`config.mk`:
```
export PLATFORM = sky130hd
export DESIGN_NAME = presence_change_cache
export DESIGN_NICKNAME = d
export VERILOG_FILES = /design/src/pcc_pkg.sv /design/src/pcc_cell.sv /design/src/presence_change_cache.sv
export SDC_FILE = /design/constraint.sdc
export NUM_CORES = 1
export LEC_CHECK = 0
export BUFFER_PORTS_ARGS = -buffer_cell sky130_fd_sc_hd__buf_4
export CORE_ASPECT_RATIO = 0.7
export CORE_MARGIN = 4
export CORE_UTILIZATION = 60
export CTS_CLUSTER_DIAMETER = 80
export DETAILED_ROUTE_END_ITERATION = 16
export HOLD_SLACK_MARGIN = 0.05
export PLACE_DENSITY_LB_ADDON = 0.08
export SLEW_MARGIN = 20
export SYNTH_ARGS = -nofsm -noshare
export SYNTH_HDL_FRONTEND = slang
export SYNTH_SLANG_ARGS = --single-unit
```
`constraint.sdc`:
```
create_clock -name clk -period 7.1 [get_ports clk]
set_input_delay 1.065 -clock clk [delete_from_list [all_inputs] [get_ports clk]]
set_output_delay 1.065 -clock clk [all_outputs]
set_load 0.02 [all_outputs]
```
`src/pcc_pkg.sv`:
```
// ============================================================================
// pcc_pkg: shared types and constants of the presence change cache
// Field widths, report kind codes and the structs that run along the row of
// cache cells.
// ============================================================================
package pcc_pkg;

  localparam int CACHE_ENTRIES_DEF = 16;

  localparam int ADDR_W = 16;
  localparam int PRES_W = 2;
  localparam int KIND_W = 2;

  localparam int S_TDATA_W = 40;
  localparam int M_TDATA_W = 8;
  localparam int PADDR_W   = 3;
  localparam int PDATA_W   = 32;

  localparam logic [KIND_W-1:0] KIND_NONE           = 2'd0;
  localparam logic [KIND_W-1:0] KIND_OWN_UNICAST    = 2'd1;
  localparam logic [KIND_W-1:0] KIND_REMOTE_UNICAST = 2'd2;
  localparam logic [KIND_W-1:0] KIND_REMOTE_CHANGED = 2'd3;

  // Register index of local_address; the index is paddr[2].
  localparam logic REG_LOCAL_ADDRESS = 1'b0;

  // Lookup flags rippling from cell to cell.
  typedef struct packed {
    logic hit;    // some earlier cell holds the queried address
    logic same;   // the first matching cell holds the same presence
    logic empty;  // some earlier cell is empty
  } chain_t;

  // Write command broadcast to the row in the commit cycle.
  typedef struct packed {
    logic write_hit;
    logic write_empty;
    logic write_victim;
  } commit_t;

endpackage

```
`src/pcc_cell.sv`:
```
// ============================================================================
// pcc_cell: one entry of the presence cache
// Holds an address and a presence, compares them with the broadcast query and
// passes the lookup flags on to the next cell.
// ============================================================================
module pcc_cell (
  input  logic                       clk,
  input  logic                       rst,
  input  logic                       lookup,
  input  logic [pcc_pkg::ADDR_W-1:0] query_addr,
  input  logic [pcc_pkg::PRES_W-1:0] query_pres,
  input  pcc_pkg::chain_t            chain_in,
  output pcc_pkg::chain_t            chain_out,
  input  pcc_pkg::commit_t           commit,
  input  logic                       victim_sel,
  output logic                       first_hit,
  output logic                       first_empty
);

  logic [pcc_pkg::ADDR_W-1:0] addr;
  logic [pcc_pkg::PRES_W-1:0] pres;
  logic                       hit_here;
  logic                       empty_here;
  logic                       write_en;

  assign hit_here   = (addr == query_addr);
  assign empty_here = (addr == '0);

  always_comb begin
    chain_out.hit   = chain_in.hit | hit_here;
    chain_out.same  = chain_in.hit ? chain_in.same : (hit_here & (pres == query_pres));
    chain_out.empty = chain_in.empty | empty_here;
  end

  assign write_en = (commit.write_hit & first_hit) | (commit.write_empty & first_empty) |
                    (commit.write_victim & victim_sel);

  always_ff @(posedge clk) begin
    if (rst) begin
      addr        <= '0;
      pres        <= '0;
      first_hit   <= 1'b0;
      first_empty <= 1'b0;
    end else begin
      if (lookup) begin
        first_hit   <= hit_here & ~chain_in.hit;
        first_empty <= empty_here & ~chain_in.empty;
      end
      if (write_en) begin
        addr <= query_addr;
        pres <= query_pres;
      end
    end
  end

endmodule

```
`src/presence_change_cache.sv`:
```
// ============================================================================
// presence_change_cache: presence report classifier with a small cache
// Classifies presence reports and remembers the last presence of remote
// nodes in a row of associative cache cells.
// ============================================================================
// One report is handled at a time. The word is captured at its accepting
// edge, which ends the idle cycle. In the following lookup cycle the query
// ripples through the row of CACHE_ENTRIES cells. The commit cycle after it
// writes the chosen cell and loads the result word, and the next word can
// be accepted once the machine is back in idle. The commit waits while an
// earlier result has not been taken. A report from the local node gives
// kind 1 when sent to a unicast destination (1 to 0x7FFF) and kind 0
// otherwise. A remote unicast report gives kind 2. Any other remote report
// is looked up by source address. It gives kind 3 when its presence is new
// or changed, and the presence is then stored in the first matching cell,
// else in the first empty cell (address zero), else in a round-robin
// victim. The cache is empty after reset. local_address is written through
// the APB port at byte address 0; the user must write it only while no
// report is in flight, and the block itself does not enforce this.
// ============================================================================
module presence_change_cache #(
  parameter int CACHE_ENTRIES = pcc_pkg::CACHE_ENTRIES_DEF
) (
  input  logic                          clk,
  input  logic                          rst,
  // s_tdata: source_address [15:0], dest_address [31:16], presence [33:32]
  input  logic                          s_tvalid,
  output logic                          s_tready,
  input  logic [pcc_pkg::S_TDATA_W-1:0] s_tdata,
  // m_tdata: report_kind [1:0]
  output logic                          m_tvalid,
  input  logic                          m_tready,
  output logic [pcc_pkg::M_TDATA_W-1:0] m_tdata,
  input  logic                          psel,
  input  logic                          penable,
  input  logic                          pwrite,
  input  logic [pcc_pkg::PADDR_W-1:0]   paddr,
  input  logic [pcc_pkg::PDATA_W-1:0]   pwdata,
  output logic [pcc_pkg::PDATA_W-1:0]   prdata,
  output logic                          pready
);

  localparam int IDX_W = $clog2(CACHE_ENTRIES);

  localparam logic [1:0] S_IDLE   = 2'd0;
  localparam logic [1:0] S_LOOK   = 2'd1;
  localparam logic [1:0] S_COMMIT = 2'd2;

  logic [1:0]                 state;
  logic [1:0]                 state_next;

  logic [pcc_pkg::ADDR_W-1:0] local_address;
  logic [pcc_pkg::ADDR_W-1:0] q_src;
  logic [pcc_pkg::ADDR_W-1:0] q_dst;
  logic [pcc_pkg::PRES_W-1:0] q_pres;
  logic [IDX_W-1:0]           victim_ptr;

  // Classification, settled in the lookup cycle.
  logic [pcc_pkg::KIND_W-1:0] pre_kind;
  logic                       group;
  logic                       look_hit;
  logic                       look_same;
  logic                       look_empty;

  logic [pcc_pkg::KIND_W-1:0] out_kind;

  pcc_pkg::chain_t            chain [CACHE_ENTRIES+1];
  pcc_pkg::commit_t           commit;
  logic [CACHE_ENTRIES-1:0]   hit_vec;
  logic [CACHE_ENTRIES-1:0]   empty_vec;

  logic                       own;
  logic                       unicast;
  logic                       out_free;
  logic                       do_commit;
  logic                       changed;

  // Configuration port: one register, writes complete in the access phase.
  assign pready = 1'b1;
  assign prdata = (paddr[2] == pcc_pkg::REG_LOCAL_ADDRESS) ?
                  {{(pcc_pkg::PDATA_W-pcc_pkg::ADDR_W){1'b0}}, local_address} : '0;

  always_ff @(posedge clk) begin
    if (rst) begin
      local_address <= '0;
    end else if (psel && penable && pwrite && pready &&
                 paddr[2] == pcc_pkg::REG_LOCAL_ADDRESS) begin
      local_address <= pwdata[pcc_pkg::ADDR_W-1:0];
    end
  end

  assign s_tready = (state == S_IDLE);

  // A destination is unicast when it is nonzero and its top bit is clear.
  assign own     = (q_src == local_address);
  assign unicast = (q_dst != '0) && !q_dst[pcc_pkg::ADDR_W-1];

  assign out_free  = !m_tvalid || m_tready;
  assign do_commit = (state == S_COMMIT) && out_free;

  // Only a group report with a new or different presence touches the cache.
  assign changed = group && !(look_hit && look_same);

  always_comb begin
    commit.write_hit    = do_commit && changed && look_hit;
    commit.write_empty  = do_commit && changed && !look_hit && look_empty;
    commit.write_victim = do_commit && changed && !look_hit && !look_empty;
  end

  always_comb begin
    state_next = state;
    case (state)
      S_IDLE: begin
        if (s_tvalid) state_next = S_LOOK;
      end
      S_LOOK: begin
        state_next = S_COMMIT;
      end
      S_COMMIT: begin
        if (out_free) state_next = S_IDLE;
      end
      default: begin
        state_next = S_IDLE;
      end
    endcase
  end

  always_ff @(posedge clk) begin
    if (rst) begin
      state      <= S_IDLE;
      victim_ptr <= '0;
      m_tvalid   <= 1'b0;
    end else begin
      state <= state_next;
      if (commit.write_victim) begin
        victim_ptr <= (victim_ptr == IDX_W'(CACHE_ENTRIES - 1)) ? '0 :
                      victim_ptr + IDX_W'(1);
      end
      if (do_commit) begin
        m_tvalid <= 1'b1;
      end else if (m_tready) begin
        m_tvalid <= 1'b0;
      end
    end
  end

  always_ff @(posedge clk) begin
    if (s_tvalid && s_tready) begin
      q_src  <= s_tdata[15:0];
      q_dst  <= s_tdata[31:16];
      q_pres <= s_tdata[33:32];
    end
    if (state == S_LOOK) begin
      look_hit   <= chain[CACHE_ENTRIES].hit;
      look_same  <= chain[CACHE_ENTRIES].same;
      look_empty <= chain[CACHE_ENTRIES].empty;
      group      <= !own && !unicast;
      if (own) begin
        pre_kind <= unicast ? pcc_pkg::KIND_OWN_UNICAST : pcc_pkg::KIND_NONE;
      end else begin
        pre_kind <= unicast ? pcc_pkg::KIND_REMOTE_UNICAST : pcc_pkg::KIND_NONE;
      end
    end
    if (do_commit) begin
      out_kind <= changed ? pcc_pkg::KIND_REMOTE_CHANGED : pre_kind;
    end
  end

  assign m_tdata = {{(pcc_pkg::M_TDATA_W-pcc_pkg::KIND_W){1'b0}}, out_kind};

  // The row of cells; the lookup flags enter at cell 0 cleared.
  assign chain[0] = '0;

  for (genvar i = 0; i < CACHE_ENTRIES; i++) begin : g_cell
    pcc_cell u_cell (
      .clk        (clk),
      .rst        (rst),
      .lookup     (state == S_LOOK),
      .query_addr (q_src),
      .query_pres (q_pres),
      .chain_in   (chain[i]),
      .chain_out  (chain[i+1]),
      .commit     (commit),
      .victim_sel (victim_ptr == IDX_W'(i)),
      .first_hit  (hit_vec[i]),
      .first_empty(empty_vec[i])
    );
  end

  // At most one cell may claim to be the first match or the first empty one.
  a_hit_onehot: assert property (@(posedge clk) disable iff (rst) $onehot0(hit_vec))
    else $error("more than one cell marked as first match");

  a_empty_onehot: assert property (@(posedge clk) disable iff (rst) $onehot0(empty_vec))
    else $error("more than one cell marked as first empty");

  a_victim_range: assert property (@(posedge clk) disable iff (rst)
    victim_ptr <= IDX_W'(CACHE_ENTRIES - 1))
    else $error("victim pointer out of range");

  a_accept_look: assert property (@(posedge clk) disable iff (rst)
    (s_tvalid && s_tready) |=> (state == S_LOOK))
    else $error("accepted word did not start a lookup");

  a_result_source: assert property (@(posedge clk) disable iff (rst)
    $rose(m_tvalid) |-> ($past(state) == S_COMMIT))
    else $error("result word appeared outside a commit");

endmodule
```
==> results of run 1 <==
[power by group]
| part | switching [uW] | internal [uW] |
|---|---|---|
| combinational | 207 | 104 |
| clock | 816 | 1100 |
| sequential | 19.1 | 2220 |
[placed cells by master (no fill, tap or decap), drive strengths merged, types with 7 or more instances in the layout]
| cell type | count |
|---|---|
| a21oi | 43 |
| a22oi | 13 |
| buf | 102 |
| clkbuf | 55 |
| clkinv | 7 |
| conb | 23 |
| dfxtp | 343 |
| edfxtp | 42 |
| mux2i | 290 |
| nand2 | 76 |
| nand2b | 7 |
| nand3 | 18 |
| nand4 | 65 |
| nor2 | 325 |
| nor2b | 20 |
| nor4 | 114 |
| o21ai | 7 |
| xnor2 | 160 |
| xor2 | 145 |
[registers in the layout, indices dropped and copies added, names as in the netlist, 2 cells and up]
register and cells:
g_cell.u_cell.addr 256, g_cell.u_cell.first_empty 16, g_cell.u_cell.first_hit 16, g_cell.u_cell.pres 32, local_address 16, out_kind 2
pre_kind 2, q_dst 16, q_pres 2, q_src 16, state 2, victim_ptr 4
[stage by stage]
stage / total power, uW / setup WS (ps) / util / cells / hold slack, ps
floorplan: 2511 / 4211 / - / 1947 / 431.6
global placement: 2586 / 3272 / 0.6261 / 2283 / 438.5
detailed placement: 2592 / 3240 / 0.6273 / 2285 / 444.9
CTS: 4492 / 3304 / 0.6649 / 2348 / 453.4
global route: 4608 / 3035 / 0.6649 / 2348 / 468.3
finish: 4460 / 3274 / 0.6649 / 2348 / 453.7
[how the worst min path moves through the flow]
stage,endpoint,cells after the start,slack (ps)
after detailed placement,g_cell[9].u_cell.first_hit,2,440
after global placement,g_cell[10].u_cell.first_hit,2,440
after CTS,g_cell[9].u_cell.first_hit,2,450
after floorplan,g_cell[10].u_cell.first_hit,2,430
after global routing,g_cell[2].u_cell.first_hit,2,470
final,g_cell[6].u_cell.first_hit,2,450
[routing by layer]
metal,vias up,global-route usage,wire (um)
li1,6538,-,-
met1,6536,0.3866,22290
met2,341,0.3906,19250
met3,69,0.03523,2298
met4,0,0.06256,835
met5,-,0,0
[cell type report]
type | instances | share of cell area
Multi-Input combinational cell | 1381 | 0.4755
Sequential cell | 385 | 0.4025
Clock buffer | 55 | 0.05217
Timing Repair Buffer | 102 | 0.03903
Tap cell | 412 | 0.02553
Clock inverter | 8 | 0.004399
Inverter | 5 | 0.0009294
[critical path: cells and delay by family, from the launching register on]
kind	cells	cell delay [ps]
DFF	1	1060
and+or+nand+nor	2	960
AOI/OAI and AO/OA	4	900
buffers and inverters	1	430
xor gates and xnor gates	1	150
[logic make-up after synthesis]
kind of cell | count (synthesis) | synth area share
XOR/XNOR | 305 | 0.1429
adder cells (fa/ha/maj) | 4 | 0.002678
flip-flops | 385 | 0.4349
multiplexers | 290 | 0.1553
AO/OA/AOI/OAI | 92 | 0.03194
other | 2 | 0.0004019
buffers and inverters | 181 | 0.05644
AND/OR/NAND/NOR | 667 | 0.1753
==> metrics.yaml, run 1 <==
synthesis:
  synth_edf_count: 42
  synth-seq-cells: 385
  yosys_warnings: 0
  ys_types: 58
  avgSynthCellArea_um2: 9.703
  synth_area_leaders: "dfxtp_1 37%, mux2i_1 16%, xnor2_1 7.5%, xor2_1 6.8%, edfxtp_1 6.7%"
  synth_flop_cell: "dfxtp_1"
  ys_async_sr_fraction: 0
  ys_top_cells_by_count: "343 x dfxtp_1, 324 x nor2_1, 290 x mux2i_1, 160 x xnor2_1, 145 x xor2_1"
  synth.most_common_cell: "dfxtp_1"
  yosysTopAreaCellShare: 0.3674
  syn-instance-count: 1926
  synth_top_area_cell: "dfxtp_1"
  netlist_area_um2: 18690
  ys_seq_area_frac: 0.4349
timing:
  rsz0062_at_grt: "false"
  maxSlewViolCount: 0
  final-setup-viol-count: 0
  timing.fmax_mhz: 261.4
  setup_tns_ps: 0
  fin_crit_ps: 3826
  finalCritPeriodShare: 0.5388
  final_hold_viol_count: 0
  finalClockSkew_ps: 16.82
  slew_headroom: 0.2504
  worst_pin_slew_ps: 1124
setup_path:
  crit_path_cell_trace: "buf_4 > xnor2_1 > nand4_1 > nor4_1 > o211ai_1 > a31oi_1 > o22a_1 > o211ai_1"
  cp_data_required_time_ps: 7320
  reg2reg_from: "q_src[3]"
  cp_common_cell: "o211ai_1"
  crit_path_end_kind: "flop"
  worst-r2r-setup-slack_ps: 3270
  cp_slowest_cell: "edfxtp_1"
  startpoint_type: "flop"
  crit_end: "look_same"
  crit_arrival_ps: 4050
  cpPeakStageDelay_ps: 1060
  crit_type: "flop to flop"
  crit_start: "q_src[3]"
  reg2reg_depth: 8
  worstReg2RegEnd: "look_same"
  cp_max_fo: 19
cells_and_area:
  final-seq-area_um2: 8128
  n_fill_cell: 2531
  final_layout_size_suffix_gt1_frac: 0.08988
  multi_input_area_um2: 9602
  final_area_um2: 20190
  nNetsFinal: 1998
  area_growth_pct: 8.061
  diodes: 0
power_and_ir_drop:
  p_leak_uw: 0.006980
  max-vdd-ir-drop_mv: 0.1605
  p_per_area_nw_per_um2: 220.8
clocking:
  postCtsResizedCells: 0
  cts_root_buf: "clkbuf_16"
  cts_tree: "built"
  clockBufferDepth: 3
  clock_latency_ps: 530
  post-cts-setup-buffer-count: 0
  numCtsBuffers: 37
  cts_num_sinks: 385
  htree_levels: 2
  cts_hold_buf: 0
  clk_pin_slew_ps: 70
global_route:
  grt_use_total: 0.2562
  grt_pass1_vias: 12920
  grt_pass1_wl_um: 70410
  grt_max_degree: 164
  grt_overflow: 0
  antenna_found_initial: 0
drt:
  postRouteAntennaNets: 0
  via_count: 13480
  drc: 0
  drt_pass1_iterations: 5
  vias_per_cell: 5.743
  drt_iter0_drc: 1188
  wl_per_cell_um: 19.02
  wirelength_um: 44670
flow_run:
  drv_cap: 0
place:
  placed_cell_area_um2: 19050
  post-dp-hpwl_um: 27990
  place.gp.congestion: 0.8477
  numPortBuffers: 77
floorplan:
  pin_count: 125
  start_util: 0.6153
  die_w_um: 218.9
  die_y_um: 155.7
  dieArea_um2: 34080
  coreArea_um2: 30370
  row_count: 53
worst_hold_path:
  hold_class: "flop to flop"
  hold_path.startpoint: "g_cell[6].u_cell.first_hit"
run_status:
  status: "finished clean"
(Power assumes the default switching activity.)
==> inputs of run 2 (changes only) <==
--- a/config.mk
+++ b/config.mk
@@ -8,7 +8,7 @@
 export BUFFER_PORTS_ARGS = -buffer_cell sky130_fd_sc_hd__buf_4
 export CORE_ASPECT_RATIO = 0.7
 export CORE_MARGIN = 4
-export CORE_UTILIZATION = 60
+export CORE_UTILIZATION = 55
 export CTS_CLUSTER_DIAMETER = 80
 export DETAILED_ROUTE_END_ITERATION = 16
 export HOLD_SLACK_MARGIN = 0.05
==> constraint.sdc (replaced) <==
create_clock -name clk -period 3.2 [get_ports clk]
set_input_delay 0.48 -clock clk [delete_from_list [all_inputs] [get_ports clk]]
set_output_delay 0.48 -clock clk [all_outputs]
set_load 0.02 [all_outputs]
==> run 2 against run 1 <==
  * Design area increased by 5.1%
  * Count of clock-buffer cells in the layout increased by 3
  * Combinational power increased to 2.6 times the previous value
  * First-iteration DRC count increased by 2.0%
  * Final cell count increased by 3.7%
  * Largest power group unchanged
  * Maximum frequency increased by 41%
  * Sequential power increased by 120%
  * Clock power increased to 2.5 times the previous value
  * Wire length increased by 6.0%
  * Highest routed layer unchanged
  * Setup slack got worse by 2800 ps
  * Flip-flop and latch count unchanged
  * Critical endpoint is now g_cell[5].u_cell.addr[3]
  * Utilization decreased by 3.1 points
==> metrics.yaml, run 2 (same netlist as run 1, synthesis figures left out) <==
setup_path:
  cp_max_fo: 18  # -1
  cp_data_required_time_ps: 3610  # -3710 ps
  reg2reg_from: "group"
  startpoint_type: "flop"
  worstReg2RegEnd: "g_cell[5].u_cell.addr[3]"
  crit_arrival_ps: 3130  # -920 ps
  reg2reg_depth: 8  # unchanged
  cpPeakStageDelay_ps: 700  # -360 ps
  crit_path_end_kind: "flop"
  cp_slowest_cell: "or4_1"
  worst-r2r-setup-slack_ps: 480  # -2790 ps
  crit_type: "flop to flop"
  crit_path_cell_trace: "inv_1 > or4_1 > nor2_4 > a22o_1 > a21o_1 > buf_4 > mux2i_1 > nor2_1"
cells_and_area:
  nNetsFinal: 2057  # +3.0%
  reg_top3: "g_cell.u_cell.addr: 256 flops, g_cell.u_cell.pres: 32 flops"
  n_fill_cell: 2765  # +9.2%
  area_growth_pct: 13.55
  final_cell_mix: "343 x dfxtp_1, 324 x nor2_1, 290 x mux2i_1"
  final-seq-area_um2: 8128  # unchanged
  final_layout_size_suffix_gt1_frac: 0.1230  # +0.03312
  regMostFlops: "g_cell.u_cell.addr"
  layout_commonest_cell: "dfxtp_1"
  diodes: 0  # unchanged
  largest_reg_flops: 256  # unchanged
  multi_input_area_um2: 9594  # about the same
  fin_util: 0.6336  # -0.03132
floorplan:
  pin_count: 125  # unchanged
  start_util: 0.5580  # -0.05733
  dieArea_um2: 37040  # +8.7%
  coreArea_um2: 33490  # +10%
  die_y_um: 162.2  # +4.2%
  die_w_um: 228.3  # +4.3%
  row_count: 56  # +5.7%
clocking:
  cts_num_sinks: 385  # unchanged
  post-cts-setup-buffer-count: 0  # unchanged
  cts_tree: "built"
  htree_levels: 2  # unchanged
  cts_root_buf: "clkbuf_16"
  clockBufferDepth: 3  # unchanged
  postCtsResizedCells: 0  # unchanged
  clk_pin_slew_ps: 60  # about the same
  numCtsBuffers: 40  # +8.1%
  clock_latency_ps: 550  # +20 ps
  cts_hold_buf: 0  # unchanged
drt:
  drt_pass1_iterations: 5  # unchanged
  via_count: 13750  # +1.9%
  wl_per_cell_um: 19.44  # +2.2%
  drt_iter0_drc: 1212  # +2.0%
  drc: 0  # unchanged
  wirelength_um: 47330  # +6.0%
  postRouteAntennaNets: 0  # unchanged
  vias_per_cell: 5.645  # -1.7%
timing:
  setup_tns_ps: 0  # unchanged
  slew_headroom: 0.5221  # +0.2717
  finalClockSkew_ps: 23.05  # +6.224 ps
  maxSlewViolCount: 0  # unchanged
  fin_crit_ps: 2720  # -1105 ps
  rsz0062_at_grt: "false"
  finalCritPeriodShare: 0.8501  # +0.3113
  final_hold_viol_count: 0  # unchanged
  worst_pin_slew_ps: 713.1  # -411.0 ps
  final-setup-viol-count: 0  # unchanged
  timing.fmax_mhz: 367.6  # +41%
  hold_slack_ps: 107.2  # -346.6 ps
worst_hold_path:
  worst_hold_path.endpoint: "q_dst[6]"
  hold_class: "primary input to flop"
  hold_path_depth: 1  # -1
  hold_path.startpoint: "s_tdata[22]"
power_and_ir_drop:
  power.total_uw: 10580  # +140%
  max-vdd-ir-drop_mv: 0.5229  # +230%
  p_leak_uw: 0.007479  # +7.1%
  p_per_area_nw_per_um2: 498.8  # +130%
global_route:
  grt_pass1_wl_um: 75040  # +6.6%
  grt_max_degree: 99  # -40%
  antenna_found_initial: 0  # unchanged
  grt_overflow: 0  # unchanged
  grt_use_total: 0.2522  # -0.003977
  grt_pass1_vias: 13170  # +1.9%
place:
  post-dp-hpwl_um: 31800  # +14%
  numPortBuffers: 77  # unchanged
  place.gp.congestion: 0.9195  # +8.5%
run_status:
  status: "finished clean"
flow_run:
  drv_cap: 0  # unchanged
==> run 2: area by class of cell <==
class                   count  area share
clock buffers              58     0.05861
clock inverters            13    0.006368
multi-input cells        1381      0.4521
repair buffers            158     0.07335
flip-flops and latches    385      0.3830
inverters                   5   0.0008844
well taps                 435     0.02565
==> run 2: metal layers <==
layer,wire length [um],track usage
met5,0,0
met4,919,0.05840
met3,3583,0.04698
met2,19240,0.3635
met1,23590,0.3906
==> run 2: power by group <==
part           total (uW)  internal (uW)  leakage (uW)  switching [uW]
sequential           4950           4920       0.00316            27.0
clock                4840           2870      0.000675            1970
combinational         796            293       0.00364             504
==> run 2: how the worst max path moves through the flow <==
stage | start | to | depth (start not counted)
finish | group | g_cell[5].u_cell.addr[3] | 8
CTS | q_src[15] | look_same | 9
floorplan | q_src[8] | look_same | 9
global placement | m_tready | g_cell[5].u_cell.addr[6] | 9
detailed placement | m_tready | g_cell[5].u_cell.addr[9] | 9
global route | state[0] | g_cell[5].u_cell.addr[12] | 8
==> run 2: metrics by stage <==
stage          std cells  cell area, um2  setup slack (ps)
5_1_grt             2435           21220             357.3
4_1_cts             2435           21220             502.5
3_3_place_gp        2364           19840             439.6
3_5_place_dp        2364           19840             392.2
6_report            2435           21220             479.7
2_1_floorplan       1947           18770             820.5
==> run 2: worst max-delay path: cells and delay by family (launching register included) <==
family | cells | cell delay [ps]
mux | 1 | 230
simple gates | 3 | 1230
flops | 1 | 410
buf+inv | 2 | 390
compound gates | 2 | 300
==> inputs of run 3 (changes only) <==
--- a/config.mk
+++ b/config.mk
@@ -12,7 +12,7 @@
 export CTS_CLUSTER_DIAMETER = 80
 export DETAILED_ROUTE_END_ITERATION = 16
 export HOLD_SLACK_MARGIN = 0.05
-export PLACE_DENSITY_LB_ADDON = 0.08
+export PLACE_DENSITY = 0.76
 export SLEW_MARGIN = 20
 export SYNTH_ARGS = -nofsm -noshare
 export SYNTH_HDL_FRONTEND = slang
==> run 3 against run 2 <==
  * Sequential share of layout area rose by 0.19 points
  * Count of clock-buffer cells in the layout down 2
  * Critical path type unchanged
  * Highest routed layer unchanged
  * Maximum frequency fell by 12%
  * Largest power group unchanged
==> metrics.yaml, run 3 (same netlist as run 1, synthesis figures left out) <==
run_status:
  status: "finished clean"
floorplan:
  coreArea_um2: 33490  # unchanged
  pin_count: 125  # unchanged
  row_count: 56  # unchanged
  start_util: 0.5580  # unchanged
  dieArea_um2: 37040  # unchanged
  die_y_um: 162.2  # unchanged
  die_w_um: 228.3  # unchanged
clocking:
  clock_latency_ps: 550  # about the same
  numCtsBuffers: 38  # -5.0%
  htree_levels: 2  # unchanged
  clk_pin_slew_ps: 60  # about the same
  clockBufferDepth: 3  # unchanged
  cts_root_buf: "clkbuf_16"
  postCtsResizedCells: 0  # unchanged
  cts_hold_buf: 0  # unchanged
  cts_num_sinks: 385  # unchanged
  post-cts-setup-buffer-count: 0  # unchanged
  cts_tree: "built"
setup_path:
  crit_arrival_ps: 3380  # +250 ps
  crit_path_cell_trace: "buf_4 > xor2_1 > nor4_1 > nand4_1 > nand2b_1 > o311a_1 > o22a_1 > o211ai_1"
  cp_data_required_time_ps: 3490  # -120 ps
  startpoint_type: "flop"
  crit_path_end_kind: "flop"
  reg2reg_depth: 8  # unchanged
  crit_buf_inv: 1  # -1
  cp_slowest_cell: "edfxtp_1"
  crit_type: "flop to flop"
  cp_max_fo: 11  # -7
  cpPeakStageDelay_ps: 940  # +240 ps
  critPathTopFamily: "flip-flops"
  critical_path_depth: 8  # unchanged
timing:
  setup_tns_ps: 0  # unchanged
  worst_pin_slew_ps: 945.5  # +232.4 ps
  final_hold_viol_count: 0  # unchanged
  hold_slack_ps: 104.7  # -2.452 ps
  fin_crit_ps: 3082  # +361.8 ps
  slew_headroom: 0.3658  # -0.1563
  rsz0062_at_grt: "false"
  finalCritPeriodShare: 0.9632  # +0.1131
  maxSlewViolCount: 0  # unchanged
  timing.fmax_mhz: 324.5  # -12%
  final-setup-viol-count: 0  # unchanged
  finalClockSkew_ps: 25.18  # +2.135 ps
cells_and_area:
  final_layout_size_suffix_gt1_frac: 0.1154  # -0.007577
  final_cell_mix: "343 x dfxtp_1, 324 x nor2_1, 290 x mux2i_1"
  reg_top3: "g_cell.u_cell.addr: 256 flops, g_cell.u_cell.pres: 32 flops"
  nNetsFinal: 2040  # -0.83%
  regMostFlops: "g_cell.u_cell.addr"
  diodes: 0  # unchanged
  largest_reg_flops: 256  # unchanged
  layout_commonest_cell: "dfxtp_1"
  area_growth_pct: 12.99
place:
  place.gp.congestion: 0.9180  # -0.16%
  numPortBuffers: 77  # unchanged
  post-dp-hpwl_um: 30860  # -3.0%
global_route:
  antenna_found_initial: 0  # unchanged
  grt_max_degree: 106  # +7.1%
  grt_pass1_vias: 13850  # +5.2%
  grt_use_total: 0.2500  # -0.002196
  grt_pass1_wl_um: 74980  # about the same
  grt_overflow: 0  # unchanged
power_and_ir_drop:
  max-vdd-ir-drop_mv: 0.4605  # -12%
  p_per_area_nw_per_um2: 499.4  # +0.12%
  p_leak_uw: 0.007419  # -0.81%
drt:
  wirelength_um: 47480  # +0.33%
  drt_iter0_drc: 1344  # +11%
  vias_per_cell: 5.806  # +2.9%
  via_count: 14040  # +2.2%
  wl_per_cell_um: 19.63  # +0.99%
  drc: 0  # unchanged
  postRouteAntennaNets: 0  # unchanged
  drt_pass1_iterations: 6  # +1
worst_hold_path:
  hold_path_depth: 1  # unchanged
  hold_class: "primary input to flop"
flow_run:
  drv_cap: 0  # unchanged
run 3: report_power, final:
part	internal [uW]	switching [uW]	leakage, uW
registers	4920	33.1	0.00316
logic	277	490	0.00358
clock network	2880	1940	0.000679
total	8080	2460	0.00742
run 3: per-stage QoR:
stage	cells	power [uW]	util	area (um2)	setup slack (ps)
floorplan	1947	5571	-	18770	820.5
global placement	2349	5804	0.5898	19750	178.5
detailed placement	2349	5814	0.5898	19750	226.9
CTS	2419	10610	0.6305	21120	202.1
global route	2419	10870	0.6305	21120	40.37
finish	2419	10540	0.6305	21120	117.9
run 3: final timing paths:
check                              from                          to  slack, ps
max                            q_src[2]                   look_same        120
min                         s_tdata[31]                   q_dst[15]        100
max reg2reg                    q_src[2]                   look_same        120
min reg2reg  g_cell[8].u_cell.first_hit  g_cell[8].u_cell.first_hit        450
run 3: worst register-to-register path, cell delays in order (launching register included):
cell and delay [ps]:
edfxtp_1 940, buf_4 350, xor2_1 100, nor4_1 270, nand4_1 300, nand2b_1 350
o311a_1 270, o22a_1 170, o211ai_1 80
run 3: area by class of cell:
cell class                 instances  area (um2)
multi-input combinational       1381        9594
tap                              435       544.3
clock inverter                    14       188.9
sequential                       385        8128
inverter                           5       18.77
timing repair buffer             143        1469
clock buffer                      56        1172
fill                            2702       12380
run 3: metal layers:
metal,up-vias,share of wire,wire (um),GRT usage
met3,106,0.076,3596,0.04628
met2,483,0.43,20380,0.3774
li1,6628,-,-,-
met5,-,0,0,0
met4,0,0.031,1457,0.08065
met1,6827,0.46,22050,0.3644
